File: src/hw/rtl/hic_pkg.sv
`default_nettype none

package hic_pkg;

  // field and register widths
  localparam int CW    = 48;            // coefficient, signed Q16.32
  localparam int PW    = 16;            // point coordinate, unsigned 12.4
  localparam int CNTW  = 13;            // inlier count
  localparam int REGW  = 3;             // register index
  localparam int HALF  = 24;            // coefficient split for the lane multipliers
  localparam int NLANE = 3;             // x, y and w lanes

  // datapath widths
  localparam int AW    = 68;            // homogeneous x, y, w (|value| < 2^66)
  localparam int VW    = 72;            // 48 * |w|
  localparam int DXW   = 88;            // 16*x - lx*w (|value| < 2^83)
  localparam int LIMB  = 32;
  localparam int NLIMB = 3;
  localparam int SQW   = LIMB * NLIMB;  // square operand
  localparam int DW    = 172;           // dx^2 + dy^2 - (48w)^2 (|value| < 2^167)
  localparam int MW    = LIMB + 1;      // shared multiplier operand
  localparam int PRW   = 2 * MW;        // shared multiplier product
  localparam int SHW   = 8;             // product shift amount

  localparam int CNT_MAX = 2 ** CNTW - 1;

  // queue between front and back
  localparam int QDEPTH = 2;
  localparam int QPTRW  = $clog2(QDEPTH);
  localparam int QCNTW  = $clog2(QDEPTH + 1);

  // 1.0 of w scaled by 2^36
  localparam logic [AW-1:0] W_ONE = {{(AW - 37){1'b0}}, 1'b1, 36'b0};
  localparam logic [CW-1:0] COEF_ONE = {{(CW - 33){1'b0}}, 1'b1, 32'b0};

  typedef enum logic [REGW-1:0] {
    REG_XX = 3'd0,
    REG_XY = 3'd1,
    REG_XT = 3'd2,
    REG_YX = 3'd3,
    REG_YY = 3'd4,
    REG_YT = 3'd5,
    REG_WX = 3'd6,
    REG_WY = 3'd7
  } hic_reg_e;

  typedef enum logic [2:0] {
    F_IDLE,
    F_MUL,
    F_DRAIN,
    F_ABS,
    F_PUSH
  } hic_fstate_e;

  typedef enum logic [2:0] {
    B_IDLE,
    B_LW,
    B_LW_DRAIN,
    B_ABS,
    B_SQ,
    B_SQ_DRAIN,
    B_EMIT
  } hic_bstate_e;

  typedef enum logic [1:0] {
    DEST_DX,
    DEST_DY,
    DEST_ERR
  } hic_dest_e;

  typedef struct packed {
    logic signed [CW-1:0] xx;
    logic signed [CW-1:0] xy;
    logic signed [CW-1:0] xt;
    logic signed [CW-1:0] yx;
    logic signed [CW-1:0] yy;
    logic signed [CW-1:0] yt;
    logic signed [CW-1:0] wx;
    logic signed [CW-1:0] wy;
  } hic_coef_t;

  typedef struct packed {
    logic signed [AW-1:0] x;
    logic signed [AW-1:0] y;
    logic signed [AW-1:0] w;
    logic [VW-1:0]        v;
    logic                 w_zero;
    logic [PW-1:0]        lx;
    logic [PW-1:0]        ly;
    logic                 last;
  } hic_entry_t;

  typedef struct packed {
    logic           valid;
    hic_dest_e      dest;
    logic           neg;
    logic [SHW-1:0] sh;
  } hic_ptag_t;

endpackage

`default_nettype wire

File: src/hw/rtl/hic_queue.sv
`default_nettype none

module hic_queue import hic_pkg::*; (
  input  logic       clk_i,
  input  logic       rst_ni,
  input  logic       push_i,
  input  hic_entry_t data_i,
  output logic       full_o,
  input  logic       pop_i,
  output logic       empty_o,
  output hic_entry_t data_o
);

  hic_entry_t       mem_q [QDEPTH];
  logic [QPTRW-1:0] wr_ptr_q, rd_ptr_q;
  logic [QCNTW-1:0] cnt_q;

  assign full_o  = (cnt_q == QCNTW'(QDEPTH));
  assign empty_o = (cnt_q == '0);
  assign data_o  = mem_q[rd_ptr_q];

  always_ff @(posedge clk_i or negedge rst_ni) begin
    if (!rst_ni) begin
      wr_ptr_q <= '0;
      rd_ptr_q <= '0;
      cnt_q    <= '0;
    end else begin
      if (push_i) begin
        wr_ptr_q <= (wr_ptr_q == QPTRW'(QDEPTH - 1)) ? '0 : wr_ptr_q + 1'b1;
      end
      if (pop_i) begin
        rd_ptr_q <= (rd_ptr_q == QPTRW'(QDEPTH - 1)) ? '0 : rd_ptr_q + 1'b1;
      end
      if (push_i && !pop_i) begin
        cnt_q <= cnt_q + 1'b1;
      end else if (pop_i && !push_i) begin
        cnt_q <= cnt_q - 1'b1;
      end
    end
  end

  always_ff @(posedge clk_i) begin
    if (push_i) begin
      mem_q[wr_ptr_q] <= data_i;
    end
  end

endmodule

`default_nettype wire

File: config.mk
export PLATFORM = sky130hd
export DESIGN_NAME = hic_queue
export DESIGN_NICKNAME = d
export VERILOG_FILES = /design/src/hw/rtl/hic_pkg.sv /design/src/hw/rtl/hic_queue.sv
export SDC_FILE = /design/constraint.sdc
export NUM_CORES = 1
export LEC_CHECK = 0
export BUFFER_PORTS_ARGS = -buffer_cell sky130_fd_sc_hd__clkbuf_2
export CORE_AREA = 2 2 242 244
export DETAILED_ROUTE_END_ITERATION = 8
export DIE_AREA = 0 0 244 246
export GPL_TIMING_DRIVEN = 0
export MAX_ROUTING_LAYER = met4
export PLACE_DENSITY = 0.66
export SKIP_LAST_GASP = 1
export SYNTH_ARGS = -nofsm -noshare
export SYNTH_HDL_FRONTEND = slang
export SYNTH_SLANG_ARGS = --single-unit
File: constraint.sdc
create_clock -name clk_i -period 40.8 [get_ports clk_i]
set_clock_uncertainty 0.15 [all_clocks]
set_input_delay 8.16 -clock clk_i [delete_from_list [all_inputs] [get_ports clk_i]]
set_output_delay 8.16 -clock clk_i [all_outputs]
set_load 0.01 [all_outputs]
* Word level (Yosys, flattened, before mapping)
Memories as Yosys holds them, arrays and structs flattened.
Index checks and enable logic that the tools add are counted.
** Operators by class
- Add/sub/neg operators :: 4
- Eq/ne operators :: 1
- Muxes and demuxes :: 6
- Reduce and logical (&&, ||, !) cells :: 6
** Operator list (number)
- 1-bit two-way mux :: 4
- 2-bit two-way mux :: 2
- 1-bit adder, second input constant :: 2
- 2-bit by 1-bit adder with 2-bit output, second input constant :: 1
- 2-bit equality test, second input constant :: 1
- 1-bit logical AND :: 2
- 1-bit zero test :: 2
- 2-bit zero test :: 1
- 2-bit nonzero test :: 1
- 2-bit by 1-bit subtractor with 2-bit output, second input constant :: 1
** Storage, ports and cells
- Register bits after elaboration :: 4
- RAM bits :: 620
- Input bits :: 314
- Output and inout bits :: 312
- Logic and storage cells :: 21
- Memories :: 1
** Memory list
- mem_q :: depth 2, width 310, read ports 1, clocked after Yosys merged registers in 0, write ports 1, line hic_queue.sv:14 : hic_entry_t mem_q [QDEPTH];

* Logic depth before layout (Yosys ltp)
- Word-level depth :: 4
- Gate-level depth with buffers :: 5
- Depth with buffers taken out :: 5

* Worst setup path before layout
OpenSTA, ideal clock, no wires.
- Kind :: input-to-reg
- Start point :: input port push_i
- End point :: memory mem_q[0][0] (netlist name), enable pin
- Library setup time :: 1.025 ns
- Arrival time :: 21.482 ns
- Data required time :: 39.625 ns
- Slack :: 18.143 ns
- Stages on the path :: 1
- Buffers on the path :: 0
- Cell sequence :: nor2b_1
** On the way
- Longest elaborated chain between the ends :: 2
** RTL lines
- from (decl) :: line hic_queue.sv:6 : input logic push_i,
- 1-bit two-way mux :: line hic_queue.sv:43 : if (push_i) begin
- 1-bit two-way mux (not written as such) :: line hic_queue.sv:44 : mem_q[wr_ptr_q] <= data_i;
- to (decl) :: line hic_queue.sv:14
No other way between the ends.

==> summary.md <==
| Metric | Value |
|---|---|
| Status | finished clean |
| Final setup margin | 30.49 ns |
| Vias in the first global route | 12600 |
| P per Cell Area | 73.3 nW/um2 |
| Avg WL per Cell | 20.7 um |
| Switching share of total power | 28.5% |
| # fillers | 4497 |
| CTS sink cnt | between 600 and 700 |
| GR Util All Layers | between 10% and 20% |
| Drt total wl | 52100 um |
| Initial DRC count | 506 |
| Setup crit end kind | primary output |
| Pleak | 12.6 nW |
| Comb pwr share | 33.8% |
| Detail Route Antenna Nets | 0 |
| First-pass GRT wire length | 75300 um |
| Fin crit period | 10.31 ns |
| Synthesis-stage register bit count | 624 |
| CP required | 32.49 ns |
| Cell Area, Synth | 24000 um2 |
| Internal power | roughly 0.0016 W |
| Maximum VDD drop | around 0.048 mV |
| Most common cell after layout, fill and taps aside | clkbuf_2 |
| Hold Fails Final Rpt | 0 |
| Synth unique cells | 14 |
| Avg Synthesized Cell Area | 24.5 um2 |
| Die width | between 200 and 250 um |
| CP Max Fanout | 10 |
| Setup slack, reg-to-reg | 38.14 ns |
| Hold Crit Class | flip-flop to flip-flop |
| RSZ-0062 raised after global routing | false |
| H-tree depth | 3 |
| Placer Congestion | 0.812 |
| # Post-CTS Setup Buffers | 0 |
| Worst-Skew Late Latency | around 0.57 ns |
| Clk slew on worst S/H paths | 0.05 ns |
| Die H | between 200 and 250 um |
| Switch Pwr | roughly 0.00064 W |
| Final Power | 0.00226 W |
| Final Setup Violations | 0 |
| Largest net degree at the start of global routing | 65 |
| CTS tree | built |
| Sequential power share | a little under 40% |
| DR pass1 iterations | 6 |
| Critical Path Max Stage Delay | around 0.46 ns |
| Setup TNS Final | 0 ns |
| Synth warn | 0 |
| Post-synth net total | 1296 |
| Placement Setup Slack | 30.20 ns |
| Cts bufs inserted | 68 |
| # Max-Cap Violations | 0 |
| Via count | between 10000 and 15000 |
| CTS max path bufs | 3 |
| Hold Buf Count CTS | 0 |
| Placement Cell Area | 28500 um2 |
| Area growth syn-to-layout | 28.2% |
| Ratio of cells with drive above 1 in the final layout | ~63% |
| Max Clk Rate | a little under 100 MHz |
| DRC violations left | 0 |
| Initial Utilization | 41.9% |
| Worst path slowest cell | mux2_2 |
| Register area share after synthesis | 77.8% |
| Nets | 2007 |
| Ports | 626 |
| Row count | roughly 90 |
| Final instance area | a little over 30000 um2 |
| Post-DP HPWL | between 30000 and 40000 um |
| Commonest cells after routing, fill and taps aside | clkbuf_2, edfxtp_1, mux2_4, clkbuf_16, buf_12 |
| Die area | 60000 um2 |
| IO Port Bufs | 625 |
| Crit-path cells | buf_6, buf_2, mux2_2, clkbuf_2 |
| Final worst path period share | 25.3% |
| CTS resizes | 0 |
| Critical Path AT | about 2 ns |
| WHS | between 0.3 and 0.4 ns |
| Initial antenna violation count | 8 |
| Critical path class | flip-flop to primary output |
| Core area | 57400 um2 |
| Post-Synthesis Cells | 981 |
| Worst slew pin tran | 0.738 ns |
| Clock share of power | between 20% and 30% |
| Max Transition Viols Final | 0 |
| Congestion Overflow GR | 0 |
| Worst setup SP type | flip-flop |
| Vias per inst | 4.65 |
| Clk root buf | clkbuf_16 |
| Slew HR | 50.7% |
-- cell type report --
type / instances / area (um2) / area share (%)
Timing Repair Buffer: 641 / 3500 / 11.4
Clock inverter: 42 / 503 / 1.63
Tap cell: 765 / 957 / 3.11
Clock buffer: 78 / 1780 / 5.78
Inverter: 1 / 3.75 / 0.0122
Antenna cell: 7 / 17.5 / 0.0568
Sequential cell: 624 / 18700 / 60.7
Buffer: 35 / 662 / 2.15
Multi-Input combinational cell: 321 / 4670 / 15.2
-- worst max-delay path: cells and delay by family (launching register included) --
family                 cells  cell delay (ns)
buffers and inverters      3             0.62
muxes                      1             0.46
DFF                        1             0.34
-- worst paths after layout --
| kind | from | to | cells after the start |
|---|---|---|---|
| max | rd_ptr_q$_DFFE_PN0P_ | data_o[297] | 4 |
| min | cnt_q[1]$_DFFE_PN0P_ | cnt_q[1]$_DFFE_PN0P_ | 1 |
| max reg2reg | wr_ptr_q$_DFFE_PN0P_ | mem_q[0][215]$_DFFE_PP_ | 6 |
| min reg2reg | cnt_q[1]$_DFFE_PN0P_ | cnt_q[1]$_DFFE_PN0P_ | 1 |
| max in group asynchronous | rst_ni | wr_ptr_q$_DFFE_PN0P_ | 1 |
| min in group asynchronous | rst_ni | rd_ptr_q$_DFFE_PN0P_ | 1 |
-- routing by layer --
layer  track usage, %  vias up  part of all wire [%]
met4             6.99        0                   2.7
met5                -        -                     0
met3             6.76       89                   9.6
met1             18.5     5747                    37
li1                 -     5391                     -
met2             29.1      451                    51
-- cells by family after synthesis --
family        count (synthesis)  synth area share, %
xor+xnor                      5                0.182
mux                         310                 19.0
simple gates                  5                0.109
fa+ha+maj                     1               0.0520
flops                       624                 77.8
buf+inv                      36                 2.77
-- Yosys cell counts, drive strengths merged --
cell type / n / area share (%)
nor2b: 2 / 0.052
nor2: 2 / 0.031
dfrtp: 4 / 0.42
inv: 1 / 0.016
and2: 1 / 0.026
buf: 35 / 2.8
xor2: 4 / 0.15
edfxtp: 620 / 77
xnor2: 1 / 0.036
ha: 1 / 0.052
mux2: 310 / 19
-- state kept, by name, indices dropped and copies added, names as in the netlist --
| register | flops |
|---|---|
| cnt_q | 2 |
| mem_q | 620 |
| wr_ptr_q | 1 |
| rd_ptr_q | 1 |
-- metrics by stage --
stage               instances  util [%]
floorplan                 981         -
global placement         2371      49.0
detailed placement       2387      49.7
CTS                      2507      53.7
global route             2513      53.7
finish                   2514      53.7
-- power by group through the flow --
stage	clock (W)	sequential (W)	combinational [W]
after floorplan	0	0.000944	0.000503
after global placement	0	0.000984	0.000747
after detailed placement	0	0.000890	0.000774
after CTS	0.000637	0.000878	0.000778
after global routing	0.000661	0.000887	0.000807
final	0.000620	0.000877	0.000763
Note: power is estimated with default switching activity, not from simulation.
