[src/hw/rtl/hic_pkg.sv]
`default_nettype none

package hic_pkg;

  // field and register widths
  localparam int CW    = 48;            // coefficient, signed Q16.32
  localparam int PW    = 16;            // point coordinate, unsigned 12.4
  localparam int CNTW  = 13;            // inlier count
  localparam int REGW  = 3;             // register index
  localparam int HALF  = 24;            // coefficient split for the lane multipliers
  localparam int NLANE = 3;             // x, y and w lanes

  // datapath widths
  localparam int AW    = 68;            // homogeneous x, y, w (|value| < 2^66)
  localparam int VW    = 72;            // 48 * |w|
  localparam int DXW   = 88;            // 16*x - lx*w (|value| < 2^83)
  localparam int LIMB  = 32;
  localparam int NLIMB = 3;
  localparam int SQW   = LIMB * NLIMB;  // square operand
  localparam int DW    = 172;           // dx^2 + dy^2 - (48w)^2 (|value| < 2^167)
  localparam int MW    = LIMB + 1;      // shared multiplier operand
  localparam int PRW   = 2 * MW;        // shared multiplier product
  localparam int SHW   = 8;             // product shift amount

  localparam int CNT_MAX = 2 ** CNTW - 1;

  // queue between front and back
  localparam int QDEPTH = 2;
  localparam int QPTRW  = $clog2(QDEPTH);
  localparam int QCNTW  = $clog2(QDEPTH + 1);

  // 1.0 of w scaled by 2^36
  localparam logic [AW-1:0] W_ONE = {{(AW - 37){1'b0}}, 1'b1, 36'b0};
  localparam logic [CW-1:0] COEF_ONE = {{(CW - 33){1'b0}}, 1'b1, 32'b0};

  typedef enum logic [REGW-1:0] {
    REG_XX = 3'd0,
    REG_XY = 3'd1,
    REG_XT = 3'd2,
    REG_YX = 3'd3,
    REG_YY = 3'd4,
    REG_YT = 3'd5,
    REG_WX = 3'd6,
    REG_WY = 3'd7
  } hic_reg_e;

  typedef enum logic [2:0] {
    F_IDLE,
    F_MUL,
    F_DRAIN,
    F_ABS,
    F_PUSH
  } hic_fstate_e;

  typedef enum logic [2:0] {
    B_IDLE,
    B_LW,
    B_LW_DRAIN,
    B_ABS,
    B_SQ,
    B_SQ_DRAIN,
    B_EMIT
  } hic_bstate_e;

  typedef enum logic [1:0] {
    DEST_DX,
    DEST_DY,
    DEST_ERR
  } hic_dest_e;

  typedef struct packed {
    logic signed [CW-1:0] xx;
    logic signed [CW-1:0] xy;
    logic signed [CW-1:0] xt;
    logic signed [CW-1:0] yx;
    logic signed [CW-1:0] yy;
    logic signed [CW-1:0] yt;
    logic signed [CW-1:0] wx;
    logic signed [CW-1:0] wy;
  } hic_coef_t;

  typedef struct packed {
    logic signed [AW-1:0] x;
    logic signed [AW-1:0] y;
    logic signed [AW-1:0] w;
    logic [VW-1:0]        v;
    logic                 w_zero;
    logic [PW-1:0]        lx;
    logic [PW-1:0]        ly;
    logic                 last;
  } hic_entry_t;

  typedef struct packed {
    logic           valid;
    hic_dest_e      dest;
    logic           neg;
    logic [SHW-1:0] sh;
  } hic_ptag_t;

endpackage

`default_nettype wire

[src/hw/rtl/hic_if.sv]
`default_nettype none

interface hic_in_if import hic_pkg::*; ();
  logic          valid;
  logic          ready;
  logic [PW-1:0] left_x;
  logic [PW-1:0] left_y;
  logic [PW-1:0] right_x;
  logic [PW-1:0] right_y;
  logic          last_pair;

  modport source (output valid, left_x, left_y, right_x, right_y, last_pair, input ready);
  modport sink (input valid, left_x, left_y, right_x, right_y, last_pair, output ready);
endinterface


`default_nettype wire

[src/hw/rtl/hic_front.sv]
`default_nettype none

module hic_front import hic_pkg::*; (
  input  logic       clk_i,
  input  logic       rst_ni,
  input  hic_coef_t  coef_i,
  hic_in_if.sink     pair_i,
  output logic       push_o,
  output hic_entry_t push_data_o,
  input  logic       full_i
);

  hic_fstate_e state_q, state_d;
  logic [1:0]  step_q, step_d;
  logic        pvalid_q, pvalid_d;
  logic        psh_q, psh_d;

  logic [PW-1:0] lx_q, ly_q, rx_q, ry_q;
  logic          last_q;

  logic signed [CW-1:0]   coef_a [NLANE];
  logic signed [CW-1:0]   coef_b [NLANE];
  logic signed [CW-1:0]   cf     [NLANE];
  logic signed [HALF:0]   half   [NLANE];
  logic [PW-1:0]          pt;
  logic signed [41:0]     prod_q [NLANE];
  logic signed [41:0]     prod_d [NLANE];
  logic signed [AW-1:0]   acc_q  [NLANE];
  logic signed [AW-1:0]   acc_d  [NLANE];
  logic [AW-1:0]          wabs_q;
  logic                   wzero_q;

  assign coef_a[0] = coef_i.xx;
  assign coef_b[0] = coef_i.xy;
  assign coef_a[1] = coef_i.yx;
  assign coef_b[1] = coef_i.yy;
  assign coef_a[2] = coef_i.wx;
  assign coef_b[2] = coef_i.wy;

  // step[1] picks the coefficient and coordinate, step[0] the coefficient half
  assign pt = step_q[1] ? ry_q : rx_q;

  always_comb begin
    state_d       = state_q;
    step_d        = step_q;
    pvalid_d      = 1'b0;
    psh_d         = step_q[0];
    pair_i.ready  = 1'b0;
    push_o        = 1'b0;

    for (int l = 0; l < NLANE; l++) begin
      cf[l]     = step_q[1] ? coef_b[l] : coef_a[l];
      half[l]   = step_q[0] ? {cf[l][CW-1], cf[l][CW-1:HALF]} : {1'b0, cf[l][HALF-1:0]};
      prod_d[l] = 42'(half[l]) * 42'($signed({1'b0, pt}));
      acc_d[l]  = acc_q[l];
      if (pvalid_q) begin
        acc_d[l] = acc_q[l] + ({{(AW - 42){prod_q[l][41]}}, prod_q[l]} << (psh_q ? HALF : 0));
      end
    end

    case (state_q)
      F_IDLE: begin
        pair_i.ready = 1'b1;
        if (pair_i.valid) begin
          acc_d[0] = {{(AW - CW - 4){coef_i.xt[CW-1]}}, coef_i.xt, 4'b0};
          acc_d[1] = {{(AW - CW - 4){coef_i.yt[CW-1]}}, coef_i.yt, 4'b0};
          acc_d[2] = W_ONE;
          step_d   = '0;
          state_d  = F_MUL;
        end
      end
      F_MUL: begin
        pvalid_d = 1'b1;
        step_d   = step_q + 2'd1;
        if (step_q == 2'd3) begin
          state_d = F_DRAIN;
        end
      end
      F_DRAIN: begin
        state_d = F_ABS;
      end
      F_ABS: begin
        state_d = F_PUSH;
      end
      F_PUSH: begin
        if (!full_i) begin
          push_o  = 1'b1;
          state_d = F_IDLE;
        end
      end
      default: begin
        state_d = F_IDLE;
      end
    endcase
  end

  always_ff @(posedge clk_i or negedge rst_ni) begin
    if (!rst_ni) begin
      state_q  <= F_IDLE;
      step_q   <= '0;
      pvalid_q <= 1'b0;
    end else begin
      state_q  <= state_d;
      step_q   <= step_d;
      pvalid_q <= pvalid_d;
    end
  end

  always_ff @(posedge clk_i) begin
    psh_q <= psh_d;
    for (int l = 0; l < NLANE; l++) begin
      prod_q[l] <= prod_d[l];
      acc_q[l]  <= acc_d[l];
    end
    if (state_q == F_IDLE && pair_i.valid) begin
      lx_q   <= pair_i.left_x;
      ly_q   <= pair_i.left_y;
      rx_q   <= pair_i.right_x;
      ry_q   <= pair_i.right_y;
      last_q <= pair_i.last_pair;
    end
    if (state_q == F_ABS) begin
      wabs_q  <= acc_q[2][AW-1] ? AW'(-acc_q[2]) : AW'(acc_q[2]);
      wzero_q <= (acc_q[2] == '0);
    end
  end

  // bound uses (48*|w|)^2 = 2304*w^2
  always_comb begin
    push_data_o.x      = acc_q[0];
    push_data_o.y      = acc_q[1];
    push_data_o.w      = acc_q[2];
    push_data_o.v      = VW'({wabs_q, 5'b0}) + VW'({wabs_q, 4'b0});
    push_data_o.w_zero = wzero_q;
    push_data_o.lx     = lx_q;
    push_data_o.ly     = ly_q;
    push_data_o.last   = last_q;
  end

endmodule

`default_nettype wire

[src/flat_wrapper.sv]
// flat-port wrapper written by rule: the top's interface ports become plain ports
module hic_front_flat import hic_pkg::*;
  (clk_i, rst_ni, coef_i, push_o, push_data_o, full_i, pair_i_valid, pair_i_left_x, pair_i_left_y, pair_i_right_x, pair_i_right_y, pair_i_last_pair, pair_i_ready);
  hic_in_if pair_i_i ();
  input  logic clk_i;
  input  logic rst_ni;
  input  hic_coef_t coef_i;
  output logic push_o;
  output hic_entry_t push_data_o;
  input  logic full_i;
  input wire logic [$bits(pair_i_i.valid)-1:0] pair_i_valid;
  input wire logic [$bits(pair_i_i.left_x)-1:0] pair_i_left_x;
  input wire logic [$bits(pair_i_i.left_y)-1:0] pair_i_left_y;
  input wire logic [$bits(pair_i_i.right_x)-1:0] pair_i_right_x;
  input wire logic [$bits(pair_i_i.right_y)-1:0] pair_i_right_y;
  input wire logic [$bits(pair_i_i.last_pair)-1:0] pair_i_last_pair;
  output wire logic [$bits(pair_i_i.ready)-1:0] pair_i_ready;
  assign pair_i_i.valid = pair_i_valid;
  assign pair_i_i.left_x = pair_i_left_x;
  assign pair_i_i.left_y = pair_i_left_y;
  assign pair_i_i.right_x = pair_i_right_x;
  assign pair_i_i.right_y = pair_i_right_y;
  assign pair_i_i.last_pair = pair_i_last_pair;
  assign pair_i_ready = pair_i_i.ready;
  hic_front u_core (.clk_i(clk_i), .rst_ni(rst_ni), .coef_i(coef_i), .pair_i(pair_i_i), .push_o(push_o), .push_data_o(push_data_o), .full_i(full_i));
endmodule
[config.mk]
export PLATFORM = sky130hd
export DESIGN_NAME = hic_front_flat
export DESIGN_NICKNAME = d
export VERILOG_FILES = /design/src/hw/rtl/hic_pkg.sv /design/src/hw/rtl/hic_if.sv /design/src/hw/rtl/hic_front.sv /design/src/flat_wrapper.sv
export SDC_FILE = /design/constraint.sdc
export NUM_CORES = 2
export LEC_CHECK = 0
export BUFFER_PORTS_ARGS = -buffer_cell sky130_fd_sc_hd__buf_2
export CORE_ASPECT_RATIO = 2
export CORE_MARGIN = 2
export CORE_UTILIZATION = 40
export DETAILED_ROUTE_END_ITERATION = 10
export GPL_ROUTABILITY_DRIVEN = 0
export MAX_ROUTING_LAYER = met4
export PLACE_DENSITY = 0.65
export SLEW_MARGIN = 40
export SYNTH_ARGS = -nofsm -noshare
export SYNTH_HDL_FRONTEND = slang
export SYNTH_SLANG_ARGS = --single-unit
[constraint.sdc]
create_clock -name clk_i -period 10.1 [get_ports clk_i]
set_clock_uncertainty 0.2 [all_clocks]
set_input_delay 1.515 -clock clk_i [delete_from_list [all_inputs] [get_ports clk_i]]
set_output_delay 1.515 -clock clk_i [all_outputs]
set_load 0.01 [all_outputs]
## After elaboration in Yosys (flattened, before gate mapping)

Memories as Yosys holds them, arrays and structs flattened.
Cells that the tools add are included.

- Logic and storage cells: 64
- Memory bits (writable): 330
- Memories: 2
- Flip-flop bits (word level): 141
- Bits of input ports: 453

- Add/sub/neg operators: 6
- Multiply operators: 3
- Multiplexer cells: 24
- Reduce and logical (&&, ||, !) cells: 6
- Shifts and indexed selects: 3
- Eq/ne operators: 8

Memories:

| name | depth | bits a word | read ports | clocked after memory_dff | wr ports | RTL line | source |
|---|---|---|---|---|---|---|---|
| u_core.acc_q | 3 | 68 | 3 | 0 | 3 | hic_front.sv:28 | `logic signed [AW-1:0] acc_q [NLANE];` |
| u_core.prod_q | 3 | 42 | 3 | 0 | 3 | hic_front.sv:26 | `logic signed [41:0] prod_q [NLANE];` |

Operators with widths:

| cell | number |
|---|---|
| 2-to-1 mux 204 bit | 2 |
| adder 68 bit | 3 |
| 2-to-1 mux 68 bit | 3 |
| << shifter 68 x 32 -> 68 bit | 3 |
| 2-to-1 mux 48 bit | 3 |
| multiplier 25 x 17 -> 42 bit | 3 |
| 2-to-1 mux 25 bit | 3 |
| adder 72 bit | 1 |
| logical NOT 68 bit | 1 |
| negation 68 bit | 1 |
| 2-to-1 mux 67 bit | 1 |
| 2-to-1 mux 16 bit | 1 |
| one-hot mux 3 bit (5 select lines) | 1 |
| 2-to-1 mux 3 bit | 3 |
| equality test 3 x 2 -> 1 bit, second input constant | 2 |
| 2-to-1 mux 5 bit | 1 |
| 2-to-1 mux 1 bit | 4 |
| inequality test 2 bit, second input constant | 2 |
| one-hot mux 2 bit (2 select lines) | 1 |
| equality test 3 x 1 -> 1 bit, second input constant | 1 |
| equality test 3 bit, second input constant | 1 |
| logical NOT 3 bit | 1 |
| AND reduction 3 bit | 1 |
| adder 2 x 1 -> 2 bit, second input constant | 1 |
| other kinds (6) | 6 |

## Depth between registers and ports, before layout

- Depth in word-level cells: 6
- Depth in mapped cells: 33
- Gate-level depth less buffers: 29

## Worst setup path after synthesis

Ideal clock, no wire load.

- Path kind: register to register
- From: register u_core.step_q[1]
- To: memory u_core.prod_q[1][41] (netlist: u_core.prod_q[0][83])
- Buffers on the path: 5
- Slack: 1.406 ns
- Required time: 9.828 ns
- Arrival: 8.422 ns
- Clock period less this slack: 8.694 ns
- Library setup time: 0.072 ns
- Cell stages (with the launch flop): 31
- Cell sequence: dfrtp_1 > clkbuf_1 > buf_1 > clkbuf_1 > clkbuf_1 > mux2i_1 > clkbuf_1 > nor2_1 > fa_1 > inv_1 > fa_1 > fa_1 > fa_1 > inv_1 > fa_1 > inv_1 > fa_1 > inv_1 > ha_1 > a21o_1 > a21o_1 > a22oi_1 > a31oi_1 > a311o_1 > a21oi_1 > a41oi_1 > nor2_1 > o21ai_0 > a211o_1 > a21oi_1 > xnor2_1

RTL lines:

| item | RTL line | source |
|---|---|---|
| start: declaration | hic_front.sv:14 | `logic [1:0] step_q, step_d;` |
| start signal: assignment | hic_front.sv:104 | `step_q <= step_d;` |
| end: declaration | hic_front.sv:26 |  |

==> results.cfg <==
[global_routing]
grt_pass1_wl_um = 401000
grt_use_total = 0.273
first_global_vias = 70800
grt_overflow = 0
grt_max_degree = 158
antenna_found_initial = 22

[setup_path]
cp_max_fo = 33
path_class = flop to flop
startpoint_type = flop
cp.required_ns = 10.47
arrival_ns = 9.58
crit_path_start = u_core.step_q[1]
cp-end-kind = flop
r2r_start = u_core.step_q[1]

[cts]
root_buffer = clkbuf_16
cts_tree = built
cts-htree-levels = 2
cts_resized = 0
cts_inserted_buffers = 53
numClockSinks = 471
cts_buffer_depth = 3
cts_setup_buffers = 0
clk_latency_ns = 0.71
path_clk_slew_ns = 0.06
hold_buffers = 0

[flow_run]
cap_viol_max_count = 0

[synthesis]
synth.avg_cell_area_um2 = 8.62
ys.warnings.count = 0
ys_top_cells_by_area = fa_1, ha_1, dfxtp_1
ys.flop_type = dfxtp_1
netlist.area_leader.share = 0.305
ys_ff_latch = 471
synth-edff-count = 134
yosysSeqAreaShare = 0.140
syn_inst = 8968
async_reset_ff_frac = 0.0127
yosys.area.top_type = fa_1
syn_area_um2 = 77300
synth.distinct_cells = 80

[final_layout]
multi_input_area_um2 = 59500
seqCellArea_um2 = 10800
fillers = 18900
drive_above_1_share = 0.122
fin_nets = 11700
synthToLayoutAreaGrowth_pct = 10.9

[timing]
worst_pin_slew_ns = 0.861
period_share = 0.913
max_clock_freq_mhz = 108
hold_viol = 0
rsz0062_at_grt = false
drv_slew = 0
slew_headroom = 0.425
final.setup.tns_ns = 0
finalWorstPathRequiredPeriod_ns = 9.22
setup_viol = 0

[floorplanning]
design.portCount = 765
die-area_um2 = 197000
dieHeight_um = 626
std_cell_rows = 228
die-width_um = 315
coreArea_um2 = 193000
initial_core_util = 0.402

[detailed_routing]
dr.pass1.iters = 6
vias = 66500
postRouteAntennaNets = 0
wl_per_cell_um = 21.8
detail_route.iter0.violations = 4453
viasPerCell = 5.50
drc = 0
wl_um = 264000

[worst_hold_path]
worst_hold_path_type = flop to flop
hp-start = u_core.acc_q[0][70]

[placement]
hpwlAfterDp_um = 218000
numPortBuffers = 760

[outcome]
status = finished, final reports clean
state kept, by name, summed over array words and instances (netlist names), 2 cells and up:
name	cells
u_core.ly_q	16
u_core.ry_q	16
u_core.step_q	2
u_core.wabs_q	68
u_core.rx_q	16
u_core.prod_q	126
u_core.lx_q	16
u_core.acc_q	204
u_core.state_q	3
cell type report:
type / count / share of cell area
diodes: 11 / 0.000321
clock buffers: 62 / 0.0161
clock inverters: 37 / 0.00533
inverters: 1509 / 0.0662
multi-input cells: 6586 / 0.694
flip-flops and latches: 471 / 0.126
well taps: 2530 / 0.0369
repair buffers: 868 / 0.0555
metrics by stage:
| step | utilization | std cells | hold slack, ns | setup slack [ns] | instance area [um2] |
|---|---|---|---|---|---|
| 2_1_floorplan | - | 8971 | 0.172 | 1.41 | 77300 |
| 3_3_place_gp | 0.435 | 12000 | 0.298 | 0.910 | 83800 |
| 3_5_place_dp | 0.435 | 12000 | 0.302 | 0.838 | 83800 |
| 4_1_cts | 0.445 | 12100 | 0.311 | 0.911 | 85700 |
| 5_1_grt | 0.445 | 12100 | 0.348 | 0.327 | 85700 |
| 6_report | 0.445 | 12100 | 0.310 | 0.883 | 85800 |
cell usage after synthesis, drive strengths merged (11+ instances only):
library cell,count
o21a,76
a211oi,55
nand2b,66
nand3,79
nand2,1183
fa,1177
a21oi,497
inv,1508
or4,17
a31oi,44
a211o,15
nor2,611
nand4,71
o31ai,46
a41oi,15
nor4,20
o211ai,17
mux4,38
nor3,57
xnor2,333
o21ai,341
buf,43
o21bai,81
or3,23
ha,578
mux2,101
o31a,11
edfxtp,134
o41ai,16
mux2i,163
clkbuf,362
and2,150
a21o,230
dfxtp,331
xor2,104
and3,39
or2,11
a21boi,12
nor2b,192
layer usage:
metal  global-route usage  wire length [um]  up-vias
met5                    -                 0        -
met4                0.177             20800        0
met3               0.0367             18600      953
met2                0.464            128000     3016
met1                0.299             95700    32700
li1                     -                 -    29800
cells in the final DEF, fill, tap and decap left out, types with 76 or more instances in the layout:
cell      instances
inv_1          1507
nor2_1          610
buf_2           760
edfxtp_1        134
a21o_1          230
nand2_1        1182
xor2_1          104
xnor2_1         333
buf_4            94
o21bai_1         81
ha_1            578
a21oi_1         497
dfxtp_1         329
and2_1          150
mux2_2           97
fa_1           1177
o21a_1           76
mux2i_1         153
nand3_1          78
nor2b_1         192
o21ai_0         305
logic make-up after synthesis:
family	count (synthesis)	share of synthesized area
and+or+nand+nor	2548	0.148
buffers and inverters	1914	0.0933
adders and majority gates	1755	0.398
AOI/OAI and AO/OA	1540	0.124
DFF	471	0.140
xor gates and xnor gates	437	0.0495
muxes	302	0.0469
other	1	0.0000485
worst paths after layout:
| kind | depth (start not counted) | to | slack, ns |
|---|---|---|---|
| max in group asynchronous | 1 | u_core.pvalid_q | 9.06 |
| min in group asynchronous | 1 | u_core.step_q[1] | 0.44 |
| min reg2reg | 2 | u_core.acc_q[0][70] | 0.31 |
| max | 26 | u_core.prod_q[0][39] | 0.88 |
| min | 2 | u_core.acc_q[0][70] | 0.31 |
| max reg2reg | 26 | u_core.prod_q[0][39] | 0.88 |
critical path, cell delays in order (launching register included):
cell and delay, ns:
dfrtp_4 0.81, buf_4 0.49, mux2_2 0.44, and2_1 0.39, nor2_1 0.75, nor2_1 0.17
fa_1 0.56, inv_1 0.05, fa_1 0.49, fa_1 0.51, inv_1 0.06, fa_1 0.55
fa_1 0.50, inv_1 0.05, fa_1 0.48, inv_1 0.04, ha_1 0.32, nand4_1 0.14
nor2_1 0.32, nand4_1 0.17, or3_1 0.37, o211ai_1 0.24, a41o_1 0.20, o21ai_0 0.17
o2111ai_1 0.27, a21oi_1 0.12, xnor2_1 0.14
Power is not shown: default switching activity piles up to over one toggle a cycle in this logic, so the estimate is an artifact.
